[config.mk]
export PLATFORM = sky130hd
export DESIGN_NAME = adjacency_matrix_neighbor_query_top_flat
export DESIGN_NICKNAME = d
export VERILOG_FILES = /design/src/rtl/core/amnq_pkg.sv /design/src/rtl/core/amnq_req_if.sv /design/src/rtl/core/amnq_res_if.sv /design/src/rtl/core/amnq_front.sv /design/src/rtl/core/amnq_queue.sv /design/src/rtl/core/amnq_back.sv /design/src/rtl/core/adjacency_matrix_neighbor_query_top.sv /design/src/flat_wrapper.sv
export SDC_FILE = /design/constraint.sdc
export NUM_CORES = 1
export LEC_CHECK = 0
export BUFFER_PORTS_ARGS = -buffer_cell sky130_fd_sc_hd__buf_2
export CORE_MARGIN = 4
export CORE_UTILIZATION = 45
export CTS_CLUSTER_DIAMETER = 80
export DETAILED_ROUTE_END_ITERATION = 7
export HOLD_SLACK_MARGIN = 0.12
export PLACE_DENSITY = 0.59
export SYNTH_ARGS = -nofsm -noshare
export SYNTH_HDL_FRONTEND = slang
export SYNTH_SLANG_ARGS = --single-unit
[constraint.sdc]
create_clock -name clk -period 3.15 [get_ports clk]
set_input_delay 0.63 -clock clk [delete_from_list [all_inputs] [get_ports clk]]
set_output_delay 0.63 -clock clk [all_outputs]
set_load 0.1 [all_outputs]
[src/rtl/core/amnq_pkg.sv]
// Shared types and constants for the adjacency-matrix neighbour query block.
`timescale 1ns / 1ps
package amnq_pkg;

	localparam int VTX_W   = 4;
	localparam int CMD_W   = 2;
	localparam int VTX_MAX = 1 << VTX_W;
	localparam int Q_DEPTH = 2;

	localparam logic [CMD_W-1:0] CMD_ADD    = 2'd0;
	localparam logic [CMD_W-1:0] CMD_LIST   = 2'd1;
	localparam logic [CMD_W-1:0] CMD_COMMON = 2'd2;

	// work kinds handed from the front to the back
	typedef enum logic [1:0] {
		OP_ADD,
		OP_LIST,
		OP_COMMON,
		OP_EMPTY
	} op_t;

	typedef struct packed {
		op_t              op;
		logic [VTX_W-1:0] a;
		logic [VTX_W-1:0] b;
	} task_t;

endpackage

[src/rtl/core/amnq_req_if.sv]
// Request channel: command and two vertex fields with valid/ready.
`timescale 1ns / 1ps
interface amnq_req_if;
	logic       valid;
	logic       ready;
	logic [1:0] cmd;
	logic [3:0] vertex_a;
	logic [3:0] vertex_b;

	modport source (output valid, output cmd, output vertex_a, output vertex_b, input ready);
	modport sink   (input valid, input cmd, input vertex_a, input vertex_b, output ready);
endinterface

[src/rtl/core/amnq_res_if.sv]
// Result channel: neighbour index, found and last flags with valid/ready.
`timescale 1ns / 1ps
interface amnq_res_if;
	logic       valid;
	logic       ready;
	logic [3:0] neighbor;
	logic       found;
	logic       last;

	modport source (output valid, output neighbor, output found, output last, input ready);
	modport sink   (input valid, input neighbor, input found, input last, output ready);
endinterface

[src/rtl/core/amnq_front.sv]
// Front end: takes requests, range-checks vertices and classifies the work.
`timescale 1ns / 1ps
module amnq_front #(
	parameter int VCOUNT = 16
) (
	amnq_req_if.sink        req,
	output logic            push_valid,
	input  logic            push_ready,
	output amnq_pkg::task_t push_data
);
	import amnq_pkg::*;

	logic a_ok;
	logic b_ok;
	logic keep;
	op_t  op;

	assign a_ok = {1'b0, req.vertex_a} < (VTX_W+1)'(VCOUNT);
	assign b_ok = {1'b0, req.vertex_b} < (VTX_W+1)'(VCOUNT);

	// add-edge with a bad vertex and the unused code are swallowed here
	always_comb begin
		keep = 1'b0;
		op   = OP_EMPTY;
		case (req.cmd)
			CMD_ADD: begin
				keep = a_ok && b_ok;
				op   = OP_ADD;
			end
			CMD_LIST: begin
				keep = 1'b1;
				op   = a_ok ? OP_LIST : OP_EMPTY;
			end
			CMD_COMMON: begin
				keep = 1'b1;
				op   = (a_ok && b_ok) ? OP_COMMON : OP_EMPTY;
			end
			default: begin
				keep = 1'b0;
				op   = OP_EMPTY;
			end
		endcase
	end

	assign req.ready    = push_ready;
	assign push_valid   = req.valid && keep;
	assign push_data.op = op;
	assign push_data.a  = req.vertex_a;
	assign push_data.b  = req.vertex_b;

endmodule

[src/rtl/core/amnq_queue.sv]
// Short FIFO of classified work between front and back.
`timescale 1ns / 1ps
module amnq_queue (
	input  logic            clk,
	input  logic            arst_n,
	input  logic            push_valid,
	output logic            push_ready,
	input  amnq_pkg::task_t push_data,
	output logic            pop_valid,
	input  logic            pop_ready,
	output amnq_pkg::task_t pop_data
);
	import amnq_pkg::*;

	localparam int Q_AW = (Q_DEPTH > 1) ? $clog2(Q_DEPTH) : 1;
	localparam int Q_CW = $clog2(Q_DEPTH + 1);

	task_t           slot_q [Q_DEPTH];
	logic [Q_AW-1:0] wr_ptr_q;
	logic [Q_AW-1:0] rd_ptr_q;
	logic [Q_CW-1:0] cnt_q;
	logic            do_push;
	logic            do_pop;

	assign push_ready = cnt_q != Q_CW'(Q_DEPTH);
	assign pop_valid  = cnt_q != '0;
	assign pop_data   = slot_q[rd_ptr_q];
	assign do_push    = push_valid && push_ready;
	assign do_pop     = pop_valid && pop_ready;

	always_ff @(posedge clk or negedge arst_n) begin
		if (!arst_n) begin
			wr_ptr_q <= '0;
			rd_ptr_q <= '0;
			cnt_q    <= '0;
		end else begin
			if (do_push) begin
				wr_ptr_q <= (wr_ptr_q == Q_AW'(Q_DEPTH - 1)) ? '0 : wr_ptr_q + 1'b1;
			end
			if (do_pop) begin
				rd_ptr_q <= (rd_ptr_q == Q_AW'(Q_DEPTH - 1)) ? '0 : rd_ptr_q + 1'b1;
			end
			if (do_push && !do_pop) begin
				cnt_q <= cnt_q + 1'b1;
			end else if (do_pop && !do_push) begin
				cnt_q <= cnt_q - 1'b1;
			end
		end
	end

	always_ff @(posedge clk) begin
		if (do_push) begin
			slot_q[wr_ptr_q] <= push_data;
		end
	end

	a_cnt_bound: assert property (@(posedge clk) disable iff (!arst_n)
		cnt_q <= Q_CW'(Q_DEPTH))
		else $error("queue count above depth");

endmodule

[src/rtl/core/amnq_back.sv]
// Back end: adjacency row memory, edge insertion and ordered neighbour emission.
`timescale 1ns / 1ps
module amnq_back #(
	parameter int VCOUNT = 16
) (
	input  logic            clk,
	input  logic            arst_n,
	input  logic            pop_valid,
	output logic            pop_ready,
	input  amnq_pkg::task_t pop_data,
	amnq_res_if.source      res
);
	import amnq_pkg::*;

	localparam int ROW_AW = (VCOUNT > 1) ? $clog2(VCOUNT) : 1;

	typedef enum logic [1:0] {
		ST_IDLE,
		ST_READ,
		ST_WRB,
		ST_EMIT
	} state_t;

	state_t            state_q;
	task_t             cur_q;
	logic [VCOUNT-1:0] pend_q;
	logic [VCOUNT-1:0] vld_q;
	logic              rd_a_vld_q;
	logic              rd_b_vld_q;
	logic              res_valid_q;
	logic [VTX_W-1:0]  res_nb_q;
	logic              res_found_q;
	logic              res_last_q;

	logic [VCOUNT-1:0] mem_q [VCOUNT];
	logic [VCOUNT-1:0] rd_a_raw_q;
	logic [VCOUNT-1:0] rd_b_raw_q;

	logic [ROW_AW-1:0] pop_a;
	logic [ROW_AW-1:0] pop_b;
	logic [ROW_AW-1:0] cur_a;
	logic [ROW_AW-1:0] cur_b;
	logic              do_pop;
	logic [VCOUNT-1:0] rd_a;
	logic [VCOUNT-1:0] rd_b;
	logic [VCOUNT-1:0] oh_a;
	logic [VCOUNT-1:0] oh_b;
	logic [VCOUNT-1:0] qmask;
	logic [VCOUNT-1:0] low_bit;
	logic [VCOUNT-1:0] pend_nxt;
	logic [ROW_AW-1:0] low_idx;
	logic              slot_free;
	logic              res_load;
	logic              mem_we;
	logic [ROW_AW-1:0] mem_waddr;
	logic [VCOUNT-1:0] mem_wdata;

	assign pop_a     = pop_data.a[ROW_AW-1:0];
	assign pop_b     = pop_data.b[ROW_AW-1:0];
	assign cur_a     = cur_q.a[ROW_AW-1:0];
	assign cur_b     = cur_q.b[ROW_AW-1:0];
	assign pop_ready = state_q == ST_IDLE;
	assign do_pop    = pop_valid && pop_ready;
	assign slot_free = !res_valid_q || res.ready;
	// a new result goes into the output register this cycle
	assign res_load  = state_q == ST_EMIT && slot_free;

	// rows never written read as empty
	assign rd_a = rd_a_vld_q ? rd_a_raw_q : '0;
	assign rd_b = rd_b_vld_q ? rd_b_raw_q : '0;
	assign oh_a = VCOUNT'(1) << cur_a;
	assign oh_b = VCOUNT'(1) << cur_b;

	always_comb begin
		qmask = rd_a & ~oh_a;
		if (cur_q.op == OP_COMMON) begin
			qmask = qmask & rd_b & ~oh_b;
		end
	end

	// lowest pending vertex
	assign low_bit  = pend_q & (~pend_q + VCOUNT'(1));
	assign pend_nxt = pend_q & ~low_bit;

	always_comb begin
		low_idx = '0;
		for (int i = 0; i < VCOUNT; i++) begin
			if (low_bit[i]) begin
				low_idx = low_idx | ROW_AW'(i);
			end
		end
	end

	// edge insert: row a in the read cycle, row b in the cycle after it
	always_comb begin
		mem_we    = 1'b0;
		mem_waddr = cur_a;
		mem_wdata = rd_a | oh_b;
		if (state_q == ST_READ && cur_q.op == OP_ADD) begin
			mem_we = 1'b1;
		end else if (state_q == ST_WRB) begin
			mem_we    = 1'b1;
			mem_waddr = cur_b;
			mem_wdata = rd_b | oh_a;
		end
	end

	always_ff @(posedge clk) begin
		if (mem_we) begin
			mem_q[mem_waddr] <= mem_wdata;
		end
		if (do_pop) begin
			rd_a_raw_q <= mem_q[pop_a];
			rd_b_raw_q <= mem_q[pop_b];
		end
	end

	always_ff @(posedge clk or negedge arst_n) begin
		if (!arst_n) begin
			state_q     <= ST_IDLE;
			cur_q       <= '0;
			pend_q      <= '0;
			vld_q       <= '0;
			rd_a_vld_q  <= 1'b0;
			rd_b_vld_q  <= 1'b0;
			res_valid_q <= 1'b0;
			res_nb_q    <= '0;
			res_found_q <= 1'b0;
			res_last_q  <= 1'b0;
		end else begin
			if (res_valid_q && res.ready && !res_load) begin
				res_valid_q <= 1'b0;
			end
			if (mem_we) begin
				vld_q[mem_waddr] <= 1'b1;
			end
			case (state_q)
				ST_IDLE: begin
					if (do_pop) begin
						cur_q      <= pop_data;
						rd_a_vld_q <= vld_q[pop_a];
						rd_b_vld_q <= vld_q[pop_b];
						if (pop_data.op == OP_EMPTY) begin
							pend_q  <= '0;
							state_q <= ST_EMIT;
						end else begin
							state_q <= ST_READ;
						end
					end
				end
				ST_READ: begin
					if (cur_q.op == OP_ADD) begin
						state_q <= ST_WRB;
					end else begin
						pend_q  <= qmask;
						state_q <= ST_EMIT;
					end
				end
				ST_WRB: begin
					state_q <= ST_IDLE;
				end
				ST_EMIT: begin
					if (slot_free) begin
						res_valid_q <= 1'b1;
						if (pend_q == '0) begin
							res_nb_q    <= '0;
							res_found_q <= 1'b0;
							res_last_q  <= 1'b1;
							state_q     <= ST_IDLE;
						end else begin
							res_nb_q    <= VTX_W'(low_idx);
							res_found_q <= 1'b1;
							res_last_q  <= pend_nxt == '0;
							pend_q      <= pend_nxt;
							if (pend_nxt == '0) begin
								state_q <= ST_IDLE;
							end
						end
					end
				end
				default: begin
					state_q <= ST_IDLE;
				end
			endcase
		end
	end

	assign res.valid    = res_valid_q;
	assign res.neighbor = res_nb_q;
	assign res.found    = res_found_q;
	assign res.last     = res_last_q;

	a_empty_is_last: assert property (@(posedge clk) disable iff (!arst_n)
		res_valid_q && !res_found_q |-> res_last_q)
		else $error("empty answer not marked last");

	a_no_self: assert property (@(posedge clk) disable iff (!arst_n)
		state_q == ST_EMIT && cur_q.op != OP_EMPTY |-> !pend_q[cur_a])
		else $error("query vertex pending for emission");

	a_wrb_done: assert property (@(posedge clk) disable iff (!arst_n)
		state_q == ST_WRB |=> state_q == ST_IDLE)
		else $error("second edge write did not finish");

	a_write_add_only: assert property (@(posedge clk) disable iff (!arst_n)
		mem_we |-> cur_q.op == OP_ADD)
		else $error("row write outside edge insert");

endmodule

[src/rtl/core/adjacency_matrix_neighbor_query_top.sv]
// Top level of the adjacency-matrix neighbour query block.
`timescale 1ns / 1ps
//
// Channel | Dir | Payload                      | Handshake
// --------+-----+------------------------------+-----------
// req     | in  | cmd, vertex_a, vertex_b      | valid/ready
// res     | out | neighbor, found, last        | valid/ready
//
// Add-edge: the back end pops, writes row a, then writes row b.
// Query: pop and read the two rows, then one result per cycle while the result
//   register is free (empty or res ready); rows come through a registered read
//   and results leave through the single result register.
// Reset clears all rows (per-row valid flags), the queue and the result register.
// A two-entry queue parts request acceptance from the back end; either side stalls alone.
// Unused command code and add-edge with an out-of-range vertex are taken and dropped.
//
module adjacency_matrix_neighbor_query_top #(
	parameter int NUM_VERTICES = 16
) (
	input logic        clk,
	input logic        arst_n,
	amnq_req_if.sink   req,
	amnq_res_if.source res
);
	import amnq_pkg::*;

	// usable vertex count is capped by the 4-bit vertex fields
	localparam int VCOUNT = (NUM_VERTICES < VTX_MAX) ? NUM_VERTICES : VTX_MAX;

	logic  push_valid;
	logic  push_ready;
	task_t push_data;
	logic  pop_valid;
	logic  pop_ready;
	task_t pop_data;

	amnq_front #(
		.VCOUNT(VCOUNT)
	) u_front (
		.req       (req),
		.push_valid(push_valid),
		.push_ready(push_ready),
		.push_data (push_data)
	);

	amnq_queue u_queue (
		.clk       (clk),
		.arst_n    (arst_n),
		.push_valid(push_valid),
		.push_ready(push_ready),
		.push_data (push_data),
		.pop_valid (pop_valid),
		.pop_ready (pop_ready),
		.pop_data  (pop_data)
	);

	amnq_back #(
		.VCOUNT(VCOUNT)
	) u_back (
		.clk      (clk),
		.arst_n   (arst_n),
		.pop_valid(pop_valid),
		.pop_ready(pop_ready),
		.pop_data (pop_data),
		.res      (res)
	);

endmodule
[src/flat_wrapper.sv]
// flat-port wrapper written by rule: the top's interface ports become plain ports
module adjacency_matrix_neighbor_query_top_flat import amnq_pkg::*;
#(
	parameter int NUM_VERTICES = 16
)
  (clk, arst_n, req_valid, req_cmd, req_vertex_a, req_vertex_b, req_ready, res_valid, res_neighbor, res_found, res_last, res_ready);
  amnq_req_if req_i ();
  amnq_res_if res_i ();
  input logic clk;
  input logic arst_n;
  input wire logic [$bits(req_i.valid)-1:0] req_valid;
  input wire logic [$bits(req_i.cmd)-1:0] req_cmd;
  input wire logic [$bits(req_i.vertex_a)-1:0] req_vertex_a;
  input wire logic [$bits(req_i.vertex_b)-1:0] req_vertex_b;
  output wire logic [$bits(req_i.ready)-1:0] req_ready;
  output wire logic [$bits(res_i.valid)-1:0] res_valid;
  output wire logic [$bits(res_i.neighbor)-1:0] res_neighbor;
  output wire logic [$bits(res_i.found)-1:0] res_found;
  output wire logic [$bits(res_i.last)-1:0] res_last;
  input wire logic [$bits(res_i.ready)-1:0] res_ready;
  assign req_i.valid = req_valid;
  assign req_i.cmd = req_cmd;
  assign req_i.vertex_a = req_vertex_a;
  assign req_i.vertex_b = req_vertex_b;
  assign req_ready = req_i.ready;
  assign res_valid = res_i.valid;
  assign res_neighbor = res_i.neighbor;
  assign res_found = res_i.found;
  assign res_last = res_i.last;
  assign res_i.ready = res_ready;
  adjacency_matrix_neighbor_query_top #(.NUM_VERTICES(NUM_VERTICES)) u_core (.clk(clk), .arst_n(arst_n), .req(req_i), .res(res_i));
endmodule
### Word level (Yosys, flattened, before mapping)

Memory sizes are Yosys's and may differ from the RTL's. A register that Yosys moved wholly into a read port is not among the register bits.
Index checks and enable logic that the tools add are counted.

| word-level totals | value |
|---|---|
| memories | 2 |
| flip-flop bits (word level) | 57 |
| memory bits (writable) | 276 |
| output and inout port bits | 8 |
| word-level logic and storage cells | 141 |

| cells by class | value |
|---|---|
| shift operators | 2 |
| $lt $le $gt $ge | 4 |
| bitwise logic cells | 12 |
| add/subtract/negate cells | 5 |
| equality and inequality tests | 14 |
| reduce and logical (&&, ||, !) cells | 28 |
| multiplexer cells | 59 |

Memories:

| memory | words | width | read ports | clocked after memory_dff | write ports | RTL line | source |
|---|---|---|---|---|---|---|---|
| u_core.u_back.mem_q | 16 | 16 | 2 | 2 | 1 | amnq_back.sv:35 | `logic [VCOUNT-1:0] mem_q [VCOUNT];` |
| u_core.u_queue.slot_q | 2 | 10 | 1 | 0 | 1 | amnq_queue.sv:18 | `task_t slot_q [Q_DEPTH];` |

Operators by type and width:

| cell | number |
|---|---|
| 2-to-1 mux 16 bit | 10 |
| bitwise AND 16 bit | 5 |
| inverter 16 bit | 4 |
| bitwise OR 16 bit | 3 |
| one-hot mux 16 bit (3 select lines) | 1 |
| 2-to-1 mux 4 bit | 11 |
| zero test 16 bit | 2 |
| << shifter 1 x 4 -> 16 bit, first input constant | 2 |
| 2-to-1 mux 1 bit | 19 |
| 2-to-1 mux 2 bit | 9 |
| adder 16 x 1 -> 16 bit, second input constant | 1 |
| less-than comparator 4 x 5 -> 1 bit, second input constant | 3 |
| 2-to-1 mux 3 bit | 4 |
| == test 2 bit, second input constant | 5 |
| logical AND 1 bit | 10 |
| != test 2 bit, second input constant | 5 |
| binary-select mux 1 bit (select 4 bit) | 2 |
| one-hot mux 2 bit (4 select lines) | 1 |
| zero test 2 bit | 3 |
| one-hot mux 2 bit (3 select lines) | 1 |
| AND reduction 6 bit | 1 |
| demux 1 bit (select 4 bit) | 1 |
| == test 2 x 1 -> 1 bit, second input constant | 2 |
| >= comparator 4 x 1 -> 1 bit, second input constant | 1 |
| 12 further kinds | 18 |

### Depth between registers and ports, before layout

Gate-level depths: netlist of the first run.

| depth | value |
|---|---|
| depth in word-level cells | 19 |
| depth in mapped cells | 9 |
| mapped depth without buffers | 7 |

### By module

Synthesis of the first run repeated with hierarchy kept, for this count alone.

| second synthesis, totals | value |
|---|---|
| cells, all modules | 983 |
| area total of the unflattened synthesis | 17110.2 um2 |

Modules (own cells, without submodules):

| module | times used | area an instance (um2) | cells an instance |
|---|---|---|---|
| amnq_back | 1 | 16095.4 | 922 |
| amnq_queue | 1 | 932.1 | 49 |
| amnq_front | 1 | 82.6 | 12 |

### Least setup slack after synthesis of the first run

No wires, ideal clock.

| path | value |
|---|---|
| kind | flip-flop to flip-flop |
| start | reg u_core.u_queue.rd_ptr_q |
| end | reg u_core.u_back.rd_a_raw_q[1], read port of u_core.u_back.mem_q (data pin) |
| cell stages (with the launch flop) | 8 |
| arrival | 2.186 ns |
| data required time | 2.876 ns |
| setup slack | 0.690 ns |
| library setup time | 0.274 ns |
| cells stage by stage | dfrtp_1 -> buf_2 -> mux2i_2 -> buf_2 -> mux4_2 -> and2_1 -> a211oi_1 -> a31oi_1 |

| on the way | value |
|---|---|
| longest elaborated chain between the ends | 1 |

Ends and longest elaborated chain:

| element | RTL line | source |
|---|---|---|
| from (decl) | amnq_queue.sv:20 | `logic [Q_AW-1:0] rd_ptr_q;` |
| from (signal assigned) | amnq_queue.sv:41 | `rd_ptr_q <= (rd_ptr_q == Q_AW'(Q_DEPTH - 1)) ? '0 : rd_ptr_q + 1'b1;` |
| memory read (2 x 10 bit) | -- |  |
| to (decl) | amnq_back.sv:36 | `logic [VCOUNT-1:0] rd_a_raw_q;` |

Every way passes these cells.
A chain may end at the register's enable or synchronous reset.

### Worst setup path in the final report of the first run

| path | value |
|---|---|
| start | reg u_core.u_back.state_q[0] |
| end | mem u_core.u_back.mem_q[3][15] (data pin) |

| on the way | value |
|---|---|
| longest elaborated chain between the ends | 3 |
| elaborated cells between the ends (all ways) | 5 |
| those cells by class | eq/ne: 2; mux: 2; reduce/logical: 1 |

Ends and longest elaborated chain:

| element | RTL line | source |
|---|---|---|
| from (decl) | amnq_back.sv:24 | `state_t state_q;` |
| from (signal assigned) | amnq_back.sv:120 | `state_q <= ST_IDLE;` |
| from (signal assigned) | amnq_back.sv:145 | `state_q <= ST_EMIT;` |
| from (signal assigned) | amnq_back.sv:147 | `state_q <= ST_READ;` |
| == test 2 bit or == test 2 x 1 -> 1 bit (tied branches) | amnq_back.sv:101, amnq_back.sv:99 |  |
| 2-to-1 mux 16 bit or logical AND 1 bit (tied branches) | amnq_back.sv:101, amnq_back.sv:99 |  |
| 2-to-1 mux 16 bit (*) | amnq_back.sv:99 | `if (state_q == ST_READ && cur_q.op == OP_ADD) begin` |
| named net u_core.u_back.mem_wdata[15] | amnq_back.sv:56 | `logic [VCOUNT-1:0] mem_wdata;` |
| to (decl) | amnq_back.sv:35 |  |

The timed path passes the listed nets; every way through them passes the cells marked *.

==> results.cfg, run 1 <==
[status]
status = finished clean

[synth]
synth-seq-cells = 365
synth_nets = 1137
synthFlopType = edfxtp_1
async_flop_share_pct = 15.62
yosysUniqueCellTypes = 68
synth-seq-area-share_pct = 61.97
synth_edf_count = 308
synthesis.area_um2 = 17230
synth_area_per_cell_um2 = 15.35
yosysWarningCount = 0
syn_inst = 1122

[detailed_routing]
drt_first_pass_iters = 5
ant_nets = 0
vias = 10900
drc_errors = 0
finalWirelength_mm = 46.20
routed-wl-met2_mm = 21.77
via_per_inst = 6.309
routed.top_layer = met4
wl_met1_mm = 19.42
dr_wl_met3_mm = 3.618
wl_per_cell_um = 26.75
drt-initial-drc-count = 1228

[finish]
layout-area-overhead-vs-synth_pct = 14.59
layout.nets = 1200
fill_cells = 3103
mostFrequentLayoutCell = edfxtp_1
n_antenna_cell = 0
layout_common_cells = edfxtp_1 (308), mux4_2 (134), nand2_1 (114)
final_layout_size_suffix_gt1_share_pct = 27.47
final_util_pct = 52.28

[place]
numPortBuffers = 21
place_ws_ns = 0.3952
dp_hpwl_mm = 29.46
globalplace.congestion = 0.8803

[critical_path]
cp_max_fo = 20
r2r_slack_ns = 0.34
worstPathRequired_ns = 3.31
cpPeakStageDelay_ns = 1.08
worstSetupPathType = flop to flop
worstSetupStartpointType = flop
endpoint_kind = flop
crit_chain = nand2b_1, a21oi_1, a22oi_1
crit_arrival_ns = 2.97
cp_slowest_cell = a22oi_1

[timing]
max_slew.worst_pin.slew_ns = 1.397
fin_crit_sh_pct = 89.15
setup_viol = 0
drv_slew = 0
period_needed_ns = 2.808
hold_violations = 0
rsz0062_at_grt = no
finClkSkew_ns = 0.01609
hold_slack_ns = 0.1574
tns_ns = 0
relSlewSlack_pct = 6.447
max_freq_ghz = 0.3561
fin_ws_ns = 0.3417

[die]
rows = 71
die-area_um2 = 41470
core_area_um2 = 37760
io_pins = 22
initial_core_util_pct = 45.62
die_width_um = 203.7
die_y_um = 203.7

[clocking]
cts_buffer_depth = 3
clk_latency_ns = 0.56
cts_tree = done
path_clk_slew_ns = 0.06
postCtsHoldBufs = 0
cts-root-buf = clkbuf_16
cts-resized-gates = 0
numCtsBuffers = 40
cts.sinks = 365
h-tree-depth = 2
cts_setup_buffers = 0

[power]
ir_worst_vdd_mv = 0.4798
p_per_area_nw_per_um2 = 1082
p_leak_nw = 6.689

[grt]
grt_max_degree = 37
grt_overflow = 0
grt_usage_pct = 22.55
grt_pass1_wl_mm = 69.68
antenna_found_initial = 0
grt_pass1_vias = 10870

[min_path]
hold_path_class = primary input to async pin

[job]
drv_cap = 0
==> worst max-delay path: cells and delay by family (launching register included) <==
kind / cells / cell delay, ns
simple gates: 1 / 0.75
compound gates: 2 / 1.16
flops: 1 / 0.49
==> state kept, by name, indices dropped and copies added, names as in the netlist, 2 cells and up <==
| signal | count |
|---|---|
| u_core.u_back.rd_b_raw_q | 16 |
| u_core.u_back.vld_q | 16 |
| u_core.u_back.mem_q | 256 |
| u_core.u_back.res.neighbor | 4 |
| u_core.u_queue.cnt_q | 2 |
| u_core.u_back.cur_b | 4 |
| u_core.u_back.cur_a | 4 |
| u_core.u_queue.slot_q | 20 |
| u_core.u_back.cur_q | 2 |
| u_core.u_back.state_q | 2 |
| u_core.u_back.pend_q | 16 |
| u_core.u_back.rd_a_raw_q | 16 |
==> Yosys cell counts (12+ instances only) <==
master    count  area, um2
edfxtp_1    308       9249
mux4_2      134       3018
nand2_1     114      427.9
a31oi_1      68      425.4
clkbuf_1     61      229.0
dfrtp_1      57       1426
nor2_1       57      214.0
a211oi_1     51      382.9
and2_1       34      212.7
nor3_1       20      100.1
buf_2        14      70.07
o21ai_1      13      65.06
inv_1        12      45.04
mux2i_1      12      120.1
or2_1        12      75.07
==> per-layer routing <==
layer / global-route usage, % / up-vias
met4: 6.312 / 0
met1: 32.13 / 5696
li1: - / 4668
met2: 35.78 / 449
met5: 0 / -
met3: 4.627 / 83
==> area by class of cell <==
cell class	instances	area [um2]	area share, %
Clock buffer	51	1074	5.439
Clock inverter	22	132.6	0.6719
Inverter	12	45.04	0.2282
Multi-Input combinational cell	657	6257	31.70
Sequential cell	365	10680	54.08
Tap cell	511	639.4	3.239
Timing Repair Buffer	109	915.9	4.640
==> logic make-up after synthesis <==
group                      share of synthesized area (%)
AOI/OAI and AO/OA                                  8.288
xor gates and xnor gates                          0.2543
adders and majority gates                         0.1307
buffers and inverters                              2.542
DFF                                                61.97
muxes                                              18.64
and+or+nand+nor                                    8.172
==> power breakdown <==
part | switching [mW] | total (mW) | internal (mW)
clock network | 1.86 | 4.35 | 2.49
registers | 0.886 | 8.10 | 7.21
logic | 5.38 | 8.90 | 3.52
==> stage by stage <==
stage / power, mW / instances / instance area, um2
global placement: 16.90 / 1654 / 18520
detailed placement: 17.02 / 1654 / 18520
finish: 21.35 / 1727 / 19740
CTS: 21.40 / 1727 / 19730
floorplan: 13.82 / 1122 / 17230
global route: 22.50 / 1727 / 19740
==> path summary, 6_finish.rpt <==
path                                                 startpoint                                         to  cells past startpoint
min in group clk                                req_vertex_a[2]      u_core.u_queue.slot_q[1][6]$_DFFE_PP_                      1
min                                                      arst_n        u_core.u_queue.wr_ptr_q$_DFFE_PN0P_                      1
max reg2reg                u_core.u_back.state_q[0]$_DFFE_PN0P_       u_core.u_back.mem_q[3][15]$_DFFE_PP_                      3
max in group asynchronous                                arst_n  u_core.u_back.res.neighbor[1]$_DFFE_PN0P_                      2
max                        u_core.u_back.state_q[0]$_DFFE_PN0P_       u_core.u_back.mem_q[3][15]$_DFFE_PP_                      3
min reg2reg                 u_core.u_back.res.found$_DFFE_PN0P_        u_core.u_back.res.found$_DFFE_PN0P_                      2
Note: power is estimated with default switching activity, not from simulation.
==> run 2, diff against run 1 <==
--- a/config.mk
+++ b/config.mk
@@ -7,11 +7,11 @@
 export LEC_CHECK = 0
 export BUFFER_PORTS_ARGS = -buffer_cell sky130_fd_sc_hd__buf_2
 export CORE_MARGIN = 4
-export CORE_UTILIZATION = 45
+export CORE_UTILIZATION = 30
 export CTS_CLUSTER_DIAMETER = 80
 export DETAILED_ROUTE_END_ITERATION = 7
 export HOLD_SLACK_MARGIN = 0.12
-export PLACE_DENSITY = 0.59
+export PLACE_DENSITY = 0.43
 export SYNTH_ARGS = -nofsm -noshare
 export SYNTH_HDL_FRONTEND = slang
 export SYNTH_SLANG_ARGS = --single-unit
==> results.cfg, run 2 (synthesis results as in run 1) <==
[status]
status = finished clean

[finish]
final_layout_size_suffix_gt1_share_pct = 28.27
layout_common_cells = edfxtp_1 (308), mux4_2 (134), nand2_1 (114)
largest_register = u_core.u_back.mem_q
n_antenna_cell = 0
reg_top3 = u_core.u_back.mem_q (256), u_core.u_queue.slot_q (20)
layout-area-overhead-vs-synth_pct = 17.23
largest_reg_flops = 256
final_util_pct = 35.67
mostFrequentLayoutCell = edfxtp_1
layout.nets = 1212

[die]
rows = 87
die_y_um = 247.6
io_pins = 22
die_width_um = 247.6
core_area_um2 = 56600
die-area_um2 = 61320
initial_core_util_pct = 30.43

[power]
p_leak_nw = 6.780
ir_worst_vdd_mv = 0.4809
p_per_area_nw_per_um2 = 1081

[detailed_routing]
drc_errors = 0
drt_first_pass_iters = 5
vias = 10910
drt-initial-drc-count = 924
finalWirelength_mm = 52.52
via_per_inst = 5.489
ant_nets = 0
wl_per_cell_um = 26.43

[place]
dp_hpwl_mm = 33.77
numPortBuffers = 21
globalplace.congestion = 0.8576

[critical_path]
r2r_slack_ns = 0.52
rr_startpoint = u_core.u_queue.rd_ptr_q$_DFFE_PN0P_
crit_arrival_ns = 2.88
worstSetupPathType = flop to flop
endpoint_kind = flop
worstPathRequired_ns = 3.40
r2r_end = u_core.u_back.rd_b_raw_q[13]$_DFFE_PP_
cp_max_fo = 33
reg2reg_depth = 7
worstSetupStartpointType = flop

[timing]
tns_ns = 0
relSlewSlack_pct = 38.64
drv_slew = 0
period_needed_ns = 2.627
setup_viol = 0
max_freq_ghz = 0.3807
hold_violations = 0
finClkSkew_ns = 0.01405
rsz0062_at_grt = no
hold_slack_ns = 0.1475
max_slew.worst_pin.slew_ns = 0.9204
fin_crit_sh_pct = 83.39

[grt]
grt_pass1_vias = 11070
grt_overflow = 0
grt_pass1_wl_mm = 77.42
antenna_found_initial = 0
grt_usage_pct = 17.32
grt_max_degree = 37

[clocking]
cts_tree = done
cts-resized-gates = 0
clk_latency_ns = 0.57
cts-root-buf = clkbuf_16
cts_setup_buffers = 0
cts.sinks = 365
path_clk_slew_ns = 0.06
numCtsBuffers = 42
postCtsHoldBufs = 0
h-tree-depth = 2
cts_buffer_depth = 3

[job]
drv_cap = 0

[min_path]
hold_path_class = primary input to async pin
-- run 2: per-stage QoR --
step	total power, mW	cells	setup slack [ns]	cell area (um2)
global route	23.00	1987	0.3577	20190
floorplan	13.82	1122	0.6899	17230
CTS	22.02	1987	0.4862	20190
finish	21.83	1987	0.5234	20190
global placement	17.40	1909	0.5163	18930
detailed placement	17.42	1909	0.5017	18930
-- run 2: critical path: stages, from the launching register on --
cell	delay, ns
dfrtp_1	0.47
buf_4	0.35
mux2i_4	0.36
buf_12	0.26
mux4_2	0.33
and2_1	0.16
a211oi_1	0.21
a31oi_1	0.11
-- run 2: power breakdown --
part           internal [mW]  leakage (nW)  switching, mW
registers               7.20          3.55          0.943
logic                   3.58          2.60           5.58
clock network           2.53         0.628           1.99
total                   13.3          6.78           8.52
-- run 2: worst max-delay path by stage --
stage,depth (start not counted),to,slack [ns],startpoint
2_1_floorplan,7,u_core.u_back.rd_a_raw_q[1]$_DFFE_PP_,0.69,u_core.u_queue.rd_ptr_q$_DFFE_PN0P_
3_3_place_gp,8,u_core.u_back.rd_a_raw_q[0]$_DFFE_PP_,0.52,u_core.u_queue.rd_ptr_q$_DFFE_PN0P_
3_5_place_dp,8,u_core.u_back.rd_a_raw_q[0]$_DFFE_PP_,0.50,u_core.u_queue.rd_ptr_q$_DFFE_PN0P_
4_1_cts,8,u_core.u_back.rd_a_raw_q[0]$_DFFE_PP_,0.49,u_core.u_queue.rd_ptr_q$_DFFE_PN0P_
5_1_grt,7,u_core.u_back.rd_b_raw_q[0]$_DFFE_PP_,0.36,u_core.u_queue.rd_ptr_q$_DFFE_PN0P_
6_report,7,u_core.u_back.rd_b_raw_q[13]$_DFFE_PP_,0.52,u_core.u_queue.rd_ptr_q$_DFFE_PN0P_
-- run 2: cell type report --
| type | instances | area (um2) |
|---|---|---|
| Clock buffer | 50 | 1112 |
| Timing Repair Buffer | 119 | 1016 |
| Inverter | 12 | 45.04 |
| Tap cell | 756 | 945.9 |
| Multi-Input combinational cell | 657 | 6245 |
| Clock inverter | 28 | 153.9 |
| Sequential cell | 365 | 10680 |
| Fill cell | 5422 | 36410 |
-- run 2: metal layers --
layer	share of wire, %	GRT usage (%)
met3	5.1	3.036
met1	45	24.31
met5	0	0
met2	47	27.82
met4	2.7	4.911
==> run 3, diff against run 2 <==
==> constraint.sdc (replaced) <==
create_clock -name clk -period 2.6 [get_ports clk]
set_input_delay 0.52 -clock clk [delete_from_list [all_inputs] [get_ports clk]]
set_output_delay 0.52 -clock clk [all_outputs]
set_load 0.1 [all_outputs]
==> results.cfg, run 3 (synthesis results as in run 1) <==
[finish]
final_util_pct = 36.98
layout-area-overhead-vs-synth_pct = 21.51
multiInputGateArea_um2 = 6256
layout.nets = 1263
n_antenna_cell = 0
fill_cells = 5366
layout_common_cells = edfxtp_1 (308), mux4_2 (134), nand2_1 (114)
reg_top3 = u_core.u_back.mem_q (256), u_core.u_queue.slot_q (20)
final_layout_size_suffix_gt1_share_pct = 31.28
mostFrequentLayoutCell = edfxtp_1
largest_reg_flops = 256
stdcell_area_um2 = 20930
layout.area.seq_um2 = 10680
instances_no_fill = 2038
largest_register = u_core.u_back.mem_q

[place]
dp_hpwl_mm = 34.96
numPortBuffers = 21
globalplace.congestion = 0.8531
place_inst = 1953
place_area_um2 = 19470

[min_path]
hold_path_class = primary input to flop

[detailed_routing]
drt_first_pass_iters = 5
ant_nets = 0
via_per_inst = 5.360
drt-initial-drc-count = 838
drc_errors = 0
finalWirelength_mm = 53.10
vias = 10920
wl_per_cell_um = 26.05

[timing]
tns_ns = 0
drv_slew = 0
fin_crit_sh_pct = 97.83
max_freq_ghz = 0.3931
rsz0062_at_grt = no
finClkSkew_ns = 0.01560
period_needed_ns = 2.544
max_slew.worst_pin.slew_ns = 0.8670
hold_violations = 0
relSlewSlack_pct = 42.20
setup_viol = 0

[grt]
grt_overflow = 0
grt_pass1_vias = 11370
antenna_found_initial = 0
grt_pass1_wl_mm = 77.97
grt_usage_pct = 17.50
grt_max_degree = 33

[clocking]
numCtsBuffers = 44
path_clk_slew_ns = 0.06
h-tree-depth = 2
cts_tree = done
cts_setup_buffers = 0
clk_latency_ns = 0.58
cts_buffer_depth = 3
cts.sinks = 365
cts-root-buf = clkbuf_16

[critical_path]
crit_arrival_ns = 2.84
worstSetupStartpointType = flop
worstPathRequired_ns = 2.90
cp_max_fo = 12
endpoint_kind = flop
worstSetupPathType = flop to flop

[die]
die_y_um = 247.6
core_area_um2 = 56600
die-area_um2 = 61320
io_pins = 22
rows = 87
die_width_um = 247.6
initial_core_util_pct = 30.43

[job]
drv_cap = 0

[power]
p_per_area_nw_per_um2 = 1326
ir_worst_vdd_mv = 0.7029
p_leak_nw = 7.135

[status]
status = finished clean
[run 3: final timing paths]
path                                                           start                                   endpoint  slack [ns]  cells after the start
hold reg to reg            u_core.u_back.res.neighbor[3]$_DFFE_PN0P_  u_core.u_back.res.neighbor[3]$_DFFE_PN0P_        0.48                      2
max in group asynchronous                                     arst_n       u_core.u_back.pend_q[13]$_DFFE_PN0P_        1.34                      3
setup reg to reg                 u_core.u_queue.rd_ptr_q$_DFFE_PN0P_      u_core.u_back.rd_b_raw_q[1]$_DFFE_PP_        0.06                      7
hold / removal                                       req_vertex_a[2]      u_core.u_queue.slot_q[0][6]$_DFFE_PP_        0.15                      1
min in group asynchronous                                     arst_n        u_core.u_queue.cnt_q[0]$_DFFE_PN0P_        0.54                      2
setup / recovery                 u_core.u_queue.rd_ptr_q$_DFFE_PN0P_      u_core.u_back.rd_b_raw_q[1]$_DFFE_PP_        0.06                      7
[run 3: timing repair]
item	in CTS	in global routing
resized for setup	1	1
endpoints found under the setup margin	1	1
hold buffers	5	0
pin swaps	0	0
hold endpoints to repair	34	0
[run 3: layout make-up]
type	count	area share [%]
Tap cell	756	4.519
Inverter	12	0.2152
Sequential cell	365	51.01
Multi-Input combinational cell	657	29.89
Clock buffer	52	5.506
Timing Repair Buffer	168	7.688
Clock inverter	28	1.172
[run 3: through the flow]
stage          worst slack (ns)  total power [mW]  hold WS, ns
6_report                0.05634             27.75       0.1482
5_1_grt                 0.02005             29.22       0.1346
3_5_place_dp            0.02092             21.88       0.4708
4_1_cts                 0.08955             27.96       0.1217
2_1_floorplan            0.1399             16.74       0.2244
3_3_place_gp            0.07181             21.88       0.4643
[run 3: worst max-delay path: stages (launching register included)]
cell and delay [ns]:
dfrtp_2 0.47, mux2i_4 0.30, buf_12 0.20, mux4_2 0.51
and2_1 0.17, a211oi_1 0.39, buf_4 0.18, a31oi_1 0.03
[run 3: per-layer routing]
| metal | vias to the layer above | wire [um] | track usage (%) |
|---|---|---|---|
| li1 | 4806 | - | - |
| met1 | 5742 | 23780 | 24.07 |
| met2 | 294 | 25130 | 28.34 |
| met3 | 81 | 2636 | 3.371 |
| met4 | 0 | 1552 | 5.160 |
| met5 | - | 0 | 0 |
[run 3: power by group]
group | internal [mW] | total, mW | switching (mW)
clock | 3.56 | 5.98 | 2.42
sequential | 8.73 | 9.64 | 0.906
combinational | 4.95 | 12.1 | 7.17
total | 17.2 | 27.7 | 10.5
